`src/design/bpa_pkg.sv`:
```
// bpa_pkg: shared constants, operation and status codes, payload types
// for the buffer pool age replacement block; no dependencies
`timescale 1ns / 1ps

package bpa_pkg;

    localparam int SLOTS_DEF    = 16;
    localparam int AGE_BITS_DEF = 16;
    localparam int MAX_RESULTS  = 16;
    localparam int RES_CNT_W    = $clog2(MAX_RESULTS + 1);

    localparam int KIND_W   = 3;
    localparam int FILE_W   = 8;
    localparam int BLOCK_W  = 16;
    localparam int STATUS_W = 2;
    localparam int SLOT_W   = 4;

    localparam logic [KIND_W-1:0] KIND_LOOKUP = 3'd0;
    localparam logic [KIND_W-1:0] KIND_INSERT = 3'd1;
    localparam logic [KIND_W-1:0] KIND_TICK   = 3'd2;
    localparam logic [KIND_W-1:0] KIND_EVICT  = 3'd3;
    localparam logic [KIND_W-1:0] KIND_FLUSH  = 3'd4;

    localparam logic [STATUS_W-1:0] STAT_OK    = 2'd0;
    localparam logic [STATUS_W-1:0] STAT_MISS  = 2'd1;
    localparam logic [STATUS_W-1:0] STAT_FULL  = 2'd2;
    localparam logic [STATUS_W-1:0] STAT_EMPTY = 2'd3;

    typedef struct packed {
        logic [KIND_W-1:0]  kind;
        logic [FILE_W-1:0]  file_id;
        logic [BLOCK_W-1:0] block_num;
        logic               dirty_in;
    } req_item_t;

    typedef struct packed {
        logic [STATUS_W-1:0] status;
        logic [SLOT_W-1:0]   slot;
        logic [FILE_W-1:0]   out_file;
        logic [BLOCK_W-1:0]  out_block;
        logic                write_back;
        logic                last;
    } rsp_item_t;

endpackage

```
`src/design/bpa_chan_if.sv`:
```
// bpa_chan_if: valid/ready channel carrying one payload item per transfer
// payload type is a parameter; no dependencies
`timescale 1ns / 1ps

interface bpa_chan_if #(
    parameter type T = logic
);
    logic valid;
    logic ready;
    T     data;

    modport source (output valid, output data, input ready);
    modport sink   (input valid, input data, output ready);
endinterface

```
`src/design/buffer_pool_age_replacement_core.sv`:
```
// buffer_pool_age_replacement_core: slot table of buffered blocks kept in one
// synchronous memory, valid marks in flops; depends on bpa_pkg, bpa_chan_if
// insert: result goes through the finish state into the output register; lookup, tick, evict, flush
// scan the memory one slot per cycle, unless a flush stalls, then finish the same way;
// a new item is accepted only in idle, once the last is done; the scan uses the single memory read port
// flush stalls its scan while its output register is still occupied
// reset clears the valid marks and control state; memory contents stay undefined
`timescale 1ns / 1ps

module buffer_pool_age_replacement_core
    import bpa_pkg::*;
#(
    parameter int SLOTS    = SLOTS_DEF,
    parameter int AGE_BITS = AGE_BITS_DEF
) (
    input  logic       clk,
    input  logic       rst_n,
    bpa_chan_if.sink   req,
    bpa_chan_if.source rsp
);

    localparam int IDX_W    = $clog2(SLOTS);
    localparam int CNT_W    = $clog2(SLOTS + 1);
    localparam int ENT_W    = FILE_W + BLOCK_W + AGE_BITS + 1;
    localparam int AGE_LO   = 1;
    localparam int BLOCK_LO = AGE_LO + AGE_BITS;
    localparam int FILE_LO  = BLOCK_LO + BLOCK_W;

    localparam logic [1:0] ST_IDLE = 2'd0;
    localparam logic [1:0] ST_SCAN = 2'd1;
    localparam logic [1:0] ST_FIN  = 2'd2;

    // control state
    logic [1:0]           state_reg, state_next;
    logic [SLOTS-1:0]     valid_reg, valid_next;
    logic [CNT_W-1:0]     idx_reg, idx_next;
    logic                 chk_vld_reg, chk_vld_next;
    logic [IDX_W-1:0]     chk_idx_reg, chk_idx_next;
    logic                 best_vld_reg, best_vld_next;
    logic                 pend_vld_reg, pend_vld_next;
    logic [RES_CNT_W-1:0] cnt_reg, cnt_next;
    logic                 out_vld_reg, out_vld_next;

    // payload
    logic [KIND_W-1:0]    op_reg, op_next;
    logic [FILE_W-1:0]    key_file_reg, key_file_next;
    logic [BLOCK_W-1:0]   key_block_reg, key_block_next;
    logic [IDX_W-1:0]     best_idx_reg, best_idx_next;
    logic [AGE_BITS-1:0]  best_age_reg, best_age_next;
    logic [FILE_W-1:0]    best_file_reg, best_file_next;
    logic [BLOCK_W-1:0]   best_block_reg, best_block_next;
    logic                 best_dirty_reg, best_dirty_next;
    rsp_item_t            out_data_reg;

    // memory
    logic [ENT_W-1:0]     mem [SLOTS];
    logic [ENT_W-1:0]     rdata_reg;
    logic                 rd_en, wr_en;
    logic [IDX_W-1:0]     rd_addr, wr_addr;
    logic [ENT_W-1:0]     wr_data;

    logic                 out_load;
    rsp_item_t            out_load_data;
    rsp_item_t            fin_res;
    rsp_item_t            pend_res;

    logic                 free_found;
    logic [IDX_W-1:0]     free_idx;
    logic                 ent_v;
    logic [FILE_W-1:0]    ent_file;
    logic [BLOCK_W-1:0]   ent_block;
    logic [AGE_BITS-1:0]  ent_age;
    logic                 ent_dirty;
    logic                 flush_hit;
    logic                 can_emit;
    logic                 advance;
    req_item_t            req_item;

    assign req_item  = req.data;
    assign ent_v     = chk_vld_reg && valid_reg[chk_idx_reg];
    assign ent_file  = rdata_reg[FILE_LO +: FILE_W];
    assign ent_block = rdata_reg[BLOCK_LO +: BLOCK_W];
    assign ent_age   = rdata_reg[AGE_LO +: AGE_BITS];
    assign ent_dirty = rdata_reg[0];
    assign can_emit  = !out_vld_reg || rsp.ready;
    assign flush_hit = (state_reg == ST_SCAN) && (op_reg == KIND_FLUSH) && ent_v
                       && ent_dirty && (cnt_reg < RES_CNT_W'(MAX_RESULTS));
    assign advance   = !(flush_hit && pend_vld_reg && !can_emit);
    assign req.ready = (state_reg == ST_IDLE);
    assign rsp.valid = out_vld_reg;
    assign rsp.data  = out_data_reg;

    // lowest free slot
    always_comb
    begin
        free_found = 1'b0;
        free_idx   = '0;
        for (int i = SLOTS - 1; i >= 0; i--)
        begin
            if (!valid_reg[i])
            begin
                free_found = 1'b1;
                free_idx   = IDX_W'(i);
            end
        end
    end

    // pending flush result, released when another dirty slot turns up
    always_comb
    begin
        pend_res            = '0;
        pend_res.status     = STAT_OK;
        pend_res.slot       = SLOT_W'(best_idx_reg);
        pend_res.out_file   = best_file_reg;
        pend_res.out_block  = best_block_reg;
        pend_res.write_back = 1'b1;
        pend_res.last       = 1'b0;
    end

    // final result of the item
    always_comb
    begin
        fin_res      = '0;
        fin_res.last = 1'b1;
        case (op_reg)
            KIND_LOOKUP:
            begin
                if (best_vld_reg)
                begin
                    fin_res.status    = STAT_OK;
                    fin_res.slot      = SLOT_W'(best_idx_reg);
                    fin_res.out_file  = key_file_reg;
                    fin_res.out_block = key_block_reg;
                end
                else
                begin
                    fin_res.status = STAT_MISS;
                end
            end
            KIND_INSERT:
            begin
                if (best_vld_reg)
                begin
                    fin_res.status = STAT_OK;
                    fin_res.slot   = SLOT_W'(best_idx_reg);
                end
                else
                begin
                    fin_res.status = STAT_FULL;
                end
            end
            KIND_EVICT:
            begin
                if (best_vld_reg)
                begin
                    fin_res.status     = STAT_OK;
                    fin_res.slot       = SLOT_W'(best_idx_reg);
                    fin_res.out_file   = best_file_reg;
                    fin_res.out_block  = best_block_reg;
                    fin_res.write_back = best_dirty_reg;
                end
                else
                begin
                    fin_res.status = STAT_EMPTY;
                end
            end
            KIND_FLUSH:
            begin
                if (pend_vld_reg)
                begin
                    fin_res.status     = STAT_OK;
                    fin_res.slot       = SLOT_W'(best_idx_reg);
                    fin_res.out_file   = best_file_reg;
                    fin_res.out_block  = best_block_reg;
                    fin_res.write_back = 1'b1;
                end
            end
            default:
            begin
                fin_res.status = STAT_OK;
            end
        endcase
    end

    // sequencer
    always_comb
    begin
        state_next      = state_reg;
        valid_next      = valid_reg;
        idx_next        = idx_reg;
        chk_vld_next    = chk_vld_reg;
        chk_idx_next    = chk_idx_reg;
        best_vld_next   = best_vld_reg;
        pend_vld_next   = pend_vld_reg;
        cnt_next        = cnt_reg;
        op_next         = op_reg;
        key_file_next   = key_file_reg;
        key_block_next  = key_block_reg;
        best_idx_next   = best_idx_reg;
        best_age_next   = best_age_reg;
        best_file_next  = best_file_reg;
        best_block_next = best_block_reg;
        best_dirty_next = best_dirty_reg;
        rd_en           = 1'b0;
        rd_addr         = '0;
        wr_en           = 1'b0;
        wr_addr         = '0;
        wr_data         = '0;
        out_load        = 1'b0;
        out_load_data   = fin_res;

        case (state_reg)
            ST_IDLE:
            begin
                if (req.valid)
                begin
                    op_next        = req_item.kind;
                    key_file_next  = req_item.file_id;
                    key_block_next = req_item.block_num;
                    best_vld_next  = 1'b0;
                    pend_vld_next  = 1'b0;
                    cnt_next       = '0;
                    case (req_item.kind)
                        KIND_INSERT:
                        begin
                            best_vld_next = free_found;
                            best_idx_next = free_idx;
                            if (free_found)
                            begin
                                valid_next[free_idx] = 1'b1;
                                wr_en   = 1'b1;
                                wr_addr = free_idx;
                                wr_data = {req_item.file_id, req_item.block_num,
                                           {AGE_BITS{1'b0}}, req_item.dirty_in};
                            end
                            state_next = ST_FIN;
                        end
                        KIND_LOOKUP, KIND_TICK, KIND_EVICT, KIND_FLUSH:
                        begin
                            rd_en        = 1'b1;
                            rd_addr      = '0;
                            chk_vld_next = 1'b1;
                            chk_idx_next = '0;
                            idx_next     = CNT_W'(1);
                            state_next   = ST_SCAN;
                        end
                        default:
                        begin
                            state_next = ST_IDLE;
                        end
                    endcase
                end
            end
            ST_SCAN:
            begin
                if (advance)
                begin
                    if (ent_v)
                    begin
                        case (op_reg)
                            KIND_LOOKUP:
                            begin
                                if (!best_vld_reg && ent_file == key_file_reg
                                    && ent_block == key_block_reg)
                                begin
                                    best_vld_next = 1'b1;
                                    best_idx_next = chk_idx_reg;
                                end
                            end
                            KIND_TICK:
                            begin
                                if (ent_age != {AGE_BITS{1'b1}})
                                begin
                                    wr_en   = 1'b1;
                                    wr_addr = chk_idx_reg;
                                    wr_data = {ent_file, ent_block, ent_age + 1'b1,
                                               ent_dirty};
                                end
                            end
                            KIND_EVICT:
                            begin
                                if (!best_vld_reg || ent_age > best_age_reg)
                                begin
                                    best_vld_next   = 1'b1;
                                    best_idx_next   = chk_idx_reg;
                                    best_age_next   = ent_age;
                                    best_file_next  = ent_file;
                                    best_block_next = ent_block;
                                    best_dirty_next = ent_dirty;
                                end
                            end
                            KIND_FLUSH:
                            begin
                                if (flush_hit)
                                begin
                                    wr_en   = 1'b1;
                                    wr_addr = chk_idx_reg;
                                    wr_data = {ent_file, ent_block, ent_age, 1'b0};
                                    if (pend_vld_reg)
                                    begin
                                        out_load      = 1'b1;
                                        out_load_data = pend_res;
                                    end
                                    pend_vld_next   = 1'b1;
                                    best_idx_next   = chk_idx_reg;
                                    best_file_next  = ent_file;
                                    best_block_next = ent_block;
                                    cnt_next        = cnt_reg + 1'b1;
                                end
                            end
                            default:
                            begin
                                best_vld_next = best_vld_reg;
                            end
                        endcase
                    end

                    if (idx_reg < CNT_W'(SLOTS))
                    begin
                        rd_en        = 1'b1;
                        rd_addr      = idx_reg[IDX_W-1:0];
                        chk_vld_next = 1'b1;
                        chk_idx_next = idx_reg[IDX_W-1:0];
                        idx_next     = idx_reg + 1'b1;
                    end
                    else
                    begin
                        chk_vld_next = 1'b0;
                    end

                    if (chk_vld_reg && chk_idx_reg == IDX_W'(SLOTS - 1))
                    begin
                        state_next = ST_FIN;
                    end
                end
            end
            ST_FIN:
            begin
                if (can_emit)
                begin
                    out_load = 1'b1;
                    if (op_reg == KIND_EVICT && best_vld_reg)
                    begin
                        valid_next[best_idx_reg] = 1'b0;
                    end
                    state_next = ST_IDLE;
                end
            end
            default:
            begin
                state_next = ST_IDLE;
            end
        endcase
    end

    always_comb
    begin
        if (out_load)
        begin
            out_vld_next = 1'b1;
        end
        else if (rsp.ready)
        begin
            out_vld_next = 1'b0;
        end
        else
        begin
            out_vld_next = out_vld_reg;
        end
    end

    always_ff @(posedge clk or negedge rst_n)
    begin
        if (!rst_n)
        begin
            state_reg    <= ST_IDLE;
            valid_reg    <= '0;
            idx_reg      <= '0;
            chk_vld_reg  <= 1'b0;
            chk_idx_reg  <= '0;
            best_vld_reg <= 1'b0;
            pend_vld_reg <= 1'b0;
            cnt_reg      <= '0;
            out_vld_reg  <= 1'b0;
        end
        else
        begin
            state_reg    <= state_next;
            valid_reg    <= valid_next;
            idx_reg      <= idx_next;
            chk_vld_reg  <= chk_vld_next;
            chk_idx_reg  <= chk_idx_next;
            best_vld_reg <= best_vld_next;
            pend_vld_reg <= pend_vld_next;
            cnt_reg      <= cnt_next;
            out_vld_reg  <= out_vld_next;
        end
    end

    always_ff @(posedge clk)
    begin
        op_reg         <= op_next;
        key_file_reg   <= key_file_next;
        key_block_reg  <= key_block_next;
        best_idx_reg   <= best_idx_next;
        best_age_reg   <= best_age_next;
        best_file_reg  <= best_file_next;
        best_block_reg <= best_block_next;
        best_dirty_reg <= best_dirty_next;
        if (out_load)
        begin
            out_data_reg <= out_load_data;
        end
    end

    // slot table memory
    always_ff @(posedge clk)
    begin
        if (wr_en)
        begin
            mem[wr_addr] <= wr_data;
        end
        if (rd_en)
        begin
            rdata_reg <= mem[rd_addr];
        end
    end

    // scan writes back behind its read address, never onto it
    a_no_rw_collision: assert property (@(posedge clk) disable iff (!rst_n)
        (wr_en && rd_en) |-> (wr_addr != rd_addr))
        else $error("memory read and write hit the same slot");

    a_insert_sets_valid: assert property (@(posedge clk) disable iff (!rst_n)
        (req.valid && req.ready && req_item.kind == KIND_INSERT && free_found)
        |=> valid_reg[$past(free_idx)])
        else $error("inserted slot not marked valid");

    a_evict_was_valid: assert property (@(posedge clk) disable iff (!rst_n)
        (state_reg == ST_FIN && can_emit && op_reg == KIND_EVICT && best_vld_reg)
        |-> valid_reg[best_idx_reg])
        else $error("evicted slot was not valid");

    // the last dirty slot of a flush may hand over to the final transfer
    a_partial_flush_continues: assert property (@(posedge clk) disable iff (!rst_n)
        (out_load && !out_load_data.last) |=> (state_reg != ST_IDLE))
        else $error("non-final flush transfer left the scan");

endmodule

```
`src/flat_wrapper.sv`:
```
// flat-port wrapper written by rule: the top's interface ports become plain ports
module buffer_pool_age_replacement_core_flat import bpa_pkg::*;
#(
    parameter int SLOTS    = SLOTS_DEF,
    parameter int AGE_BITS = AGE_BITS_DEF
)
  (clk, rst_n, req_valid, req_data, req_ready, rsp_valid, rsp_data, rsp_ready);
  bpa_chan_if #(.T(req_item_t)) req_i ();
  bpa_chan_if #(.T(rsp_item_t)) rsp_i ();
  input  logic clk;
  input  logic rst_n;
  input wire logic [$bits(req_i.valid)-1:0] req_valid;
  input wire logic [$bits(req_i.data)-1:0] req_data;
  output wire logic [$bits(req_i.ready)-1:0] req_ready;
  output wire logic [$bits(rsp_i.valid)-1:0] rsp_valid;
  output wire logic [$bits(rsp_i.data)-1:0] rsp_data;
  input wire logic [$bits(rsp_i.ready)-1:0] rsp_ready;
  assign req_i.valid = req_valid;
  assign req_i.data = req_data;
  assign req_ready = req_i.ready;
  assign rsp_valid = rsp_i.valid;
  assign rsp_data = rsp_i.data;
  assign rsp_i.ready = rsp_ready;
  buffer_pool_age_replacement_core #(.SLOTS(SLOTS), .AGE_BITS(AGE_BITS)) u_core (.clk(clk), .rst_n(rst_n), .req(req_i), .rsp(rsp_i));
endmodule
```
`config.mk`:
```
export PLATFORM = sky130hd
export DESIGN_NAME = buffer_pool_age_replacement_core_flat
export DESIGN_NICKNAME = d
export VERILOG_FILES = /design/src/design/bpa_pkg.sv /design/src/design/bpa_chan_if.sv /design/src/design/buffer_pool_age_replacement_core.sv /design/src/flat_wrapper.sv
export SDC_FILE = /design/constraint.sdc
export NUM_CORES = 1
export LEC_CHECK = 0
export ABC_AREA = 1
export BUFFER_PORTS_ARGS = -buffer_cell sky130_fd_sc_hd__buf_2
export CORE_UTILIZATION = 50
export DETAILED_ROUTE_END_ITERATION = 7
export HOLD_SLACK_MARGIN = 0.12
export PLACE_DENSITY = 0.73
export SLEW_MARGIN = 15
export SYNTH_ARGS = -nofsm -noshare
export SYNTH_HDL_FRONTEND = slang
export SYNTH_SLANG_ARGS = --single-unit
```
`constraint.sdc`:
```
create_clock -name clk -period 5.3 [get_ports clk]
set_clock_uncertainty 0.1 [all_clocks]
set_input_delay 0.265 -clock clk [delete_from_list [all_inputs] [get_ports clk]]
set_output_delay 0.265 -clock clk [all_outputs]
set_load 0.05 [all_outputs]
```
==> metrics.md <==
| Metric | Value |
|---|---|
| Status | finished, final reports clean |
| Starting density of the core | between 50% and 60% |
| Site Rows | 100 |
| Dpl cells | approximately 4,600 |
| Worst-margin pin slew | ~1.3 ns |
| Synthesized area | approximately 38,000 sq um |
| Routed wire per std cell | approximately 21 um |
| Tmin final | around 4.4 ns |
| Initial antenna violation count | 1 |
| Flop2flop setup slack | slightly below 0.9 ns |
| Clock Latency Late Sink | roughly 0.63 ns |
| Postcts setup bufs | 0 |
| Commonest non-fill, non-tap cell in the layout | edfxtp_1 |
| Pre-CTS setup slack | 0.983 ns |
| Unrepaired setup endpoints after global routing | false |
| P per Cell Area | approximately 420 nW/um^2 |
| Clock sink count | 837 |
| Vias in the first global route | between 20,000 and 30,000 |
| Endpoints failing setup | 0 |
| Highest Clock Rate | about 0.23 GHz |
| Distinct cells, synth | 41 |
| Vias/cell | roughly 6 |
| Setup TNS | 0 ns |
| CTS Buf Count | 86 |
| Root Buffer | clkbuf_16 |
| Core ar. | around 75,000 sq um |
| Fill count | between 6,000 and 7,000 |
| Final Instance Count excl. Fillers | about 4,700 |
| GRT overflow | 0 |
| ANT nets after route | 0 |
| Post-cts sizing count | 0 |
| Number of diodes | 0 |
| WP data required | roughly 5.5 ns |
| Final Hold Viols | 0 |
| Avg Synthesized Cell Area | 10.4 sq um |
| Gr usage total | 26.2% |
| Leakage dissipation | ~17 nW |
| WS Path Type | reg2reg |
| Critical-path maximum fanout | 41 |
| CTS tree | done |
| Ys Warns | 0 |
| Critical Path Source Type | flip-flop |
| Crit end category | flip-flop |
| Reg-to-Reg Start | u_core.chk_idx_reg[0] |
| Fin. max-slew vios | 0 |
| Die X | about 280 um |
| MaxCap Viol Count | 0 |
| DRC violations left | 0 |
| Flops & latches, synth | around 840 |
| Final wirelength | approximately 100 mm |
| 1st-pass router iterations | 8 |
| Total Power | between 15 and 20 mW |
| Reg2reg path depth | 15 |
| H-tree depth | 3 |
| I/O pins | 66 |
| Worst relative slew slack | approximately 16% |
| Final WS setup | between 0.8 and 0.9 ns |
| HPWL after detailed placement | between 50 and 60 mm |
| Maximum vdd ir drop | 0.295 mV |
| Syn nets | around 3,700 |
| Routed via count | between 20,000 and 30,000 |
| Commonest cells after routing, fill and taps aside | edfxtp_1 (801), inv_1 (654), nand3_1 (539) |
| Reg2Reg Capture Point | u_core.mem[10][28] |
| Final nets | 3,760 |
| Share of post-route cells with drive strength above 1 | about a tenth |
| Min-Delay Path Class | in2async |
| Initial DRC Count | ~3,600 |
| Die area | between 70,000 and 80,000 sq um |
| Layout Utilization | a little under three fifths |
| Seq/Total Area, Yosys | about two thirds |
| Tcrit/Tclk final | 83.4% |
| GPL Wtd Cong | 0.928 |
| Largest net degree at the start of global routing | approximately 200 |
| Layout Area Growth over Synthesis | 12.2% |
| Clock buffer depth | 3 |
| Clk slew on worst S/H paths | 0.06 ns |
| Syn Inst Count | between 3,000 and 4,000 |
| First-pass GRT wire length | 156 mm |
| # port buffers | 65 |
| CP Data Arrival Time | between 4 and 5 ns |
| Hold buffer count at cts | 30 |
| Die height | approximately 280 um |
| Max FFs per register | ~660 |
## metal layers
| metal | global-route usage [%] | wire, um |
|---|---|---|
| met1 | 35.7 | 40000 |
| met2 | 42.7 | 48100 |
| met3 | 4.14 | 10300 |
| met4 | 9.45 | 3150 |
| met5 | 0 | 0 |
## cells in the mapped netlist
cell / number / area share (%)
a211oi_1: 2 / 0.039
a21oi_1: 24 / 0.31
a21oi_2: 1 / 0.023
a221oi_1: 2 / 0.046
a31o_2: 1 / 0.023
a31oi_1: 1 / 0.016
a32o_1: 10 / 0.26
buf_1: 5 / 0.049
buf_2: 90 / 1.2
buf_4: 11 / 0.22
buf_6: 1 / 0.030
clkbuf_1: 115 / 1.1
clkinv_1: 3 / 0.030
dfrtp_1: 36 / 2.4
edfxtp_1: 801 / 63
ha_1: 22 / 0.72
inv_1: 655 / 6.4
inv_2: 4 / 0.039
nand2_1: 501 / 4.9
nand2_2: 2 / 0.033
nand3_1: 540 / 7.1
nand3_2: 2 / 0.052
nand3b_1: 1 / 0.020
nand4_1: 341 / 5.6
nand4_2: 1 / 0.033
nor2_1: 245 / 2.4
nor2_2: 2 / 0.033
nor3_1: 8 / 0.10
nor4_1: 6 / 0.098
o211ai_1: 1 / 0.020
o21a_1: 1 / 0.020
o21ai_0: 103 / 1.4
o21ai_1: 1 / 0.013
o21ai_2: 1 / 0.023
o21bai_1: 1 / 0.020
o22ai_1: 11 / 0.18
o31ai_1: 6 / 0.12
o32ai_1: 1 / 0.023
or2_2: 84 / 1.4
xnor2_1: 5 / 0.11
xor2_1: 15 / 0.34
## worst max-delay path, cell delays in order, from the launching register on
cell	delay [ns]
dfrtp_1	0.64
inv_2	0.16
nand2_1	0.09
nand3_1	0.06
nand2_1	0.07
nand2_1	0.05
nand2_1	0.06
nand2_1	0.05
nand2_1	0.18
nand2_1	0.33
nand2_1	0.22
nand3_2	0.39
o21ai_1	0.37
nand3_1	0.35
nor2_4	0.17
buf_4	0.71
## layout make-up
type | instances | area [sq um] | share of cell area (%)
Clock buffer | 108 | 2280 | 5.32
Clock inverter | 47 | 457 | 1.07
Multi-Input combinational cell | 1942 | 9920 | 23.2
Inverter | 662 | 2500 | 5.85
Sequential cell | 837 | 25000 | 58.3
Tap cell | 969 | 1210 | 2.83
Timing Repair Buffer | 177 | 1470 | 3.43
## report_power, final
part           internal (mW)  leakage, nW  switching (mW)  total (mW)
registers               7.79         8.28           0.407        8.20
logic                   1.25         7.63            2.74        3.99
clock network           3.44         1.35            2.51        5.95
total                   12.5         17.3            5.66        18.1
## kinds of logic after synthesis
kind of cell	count (synthesis)	synth area share (%)
buffers and inverters	884	9.12
adder cells (fa/ha/maj)	22	0.722
AND/OR/NAND/NOR	1733	21.8
flip-flops	837	65.4
XOR/XNOR	20	0.459
AO/OA/AOI/OAI	167	2.49
## stage by stage
step	hold WS, ns	cell area (sq um)
final	0.196	42800
after global routing	0.253	42800
after detailed placement	0.322	39700
after global placement	0.311	39700
after CTS	0.202	42800
after floorplan	-0.131	38100
## worst max path at each step
stage | end | start | slack, ns
finish | u_core.mem[10][28] | u_core.chk_idx_reg[0] | 0.88
global route | u_core.mem[10][12] | u_core.chk_idx_reg[0] | 0.60
CTS | u_core.mem[14][9] | u_core.chk_idx_reg[0] | 0.98
detailed placement | u_core.mem[10][23] | u_core.chk_idx_reg[0] | 0.98
global placement | u_core.mem[10][23] | u_core.chk_idx_reg[0] | 1.07
floorplan | u_core.rdata_reg[0] | u_core.state_reg[0] | 0.61
Note: power is estimated with default switching activity, not from simulation.
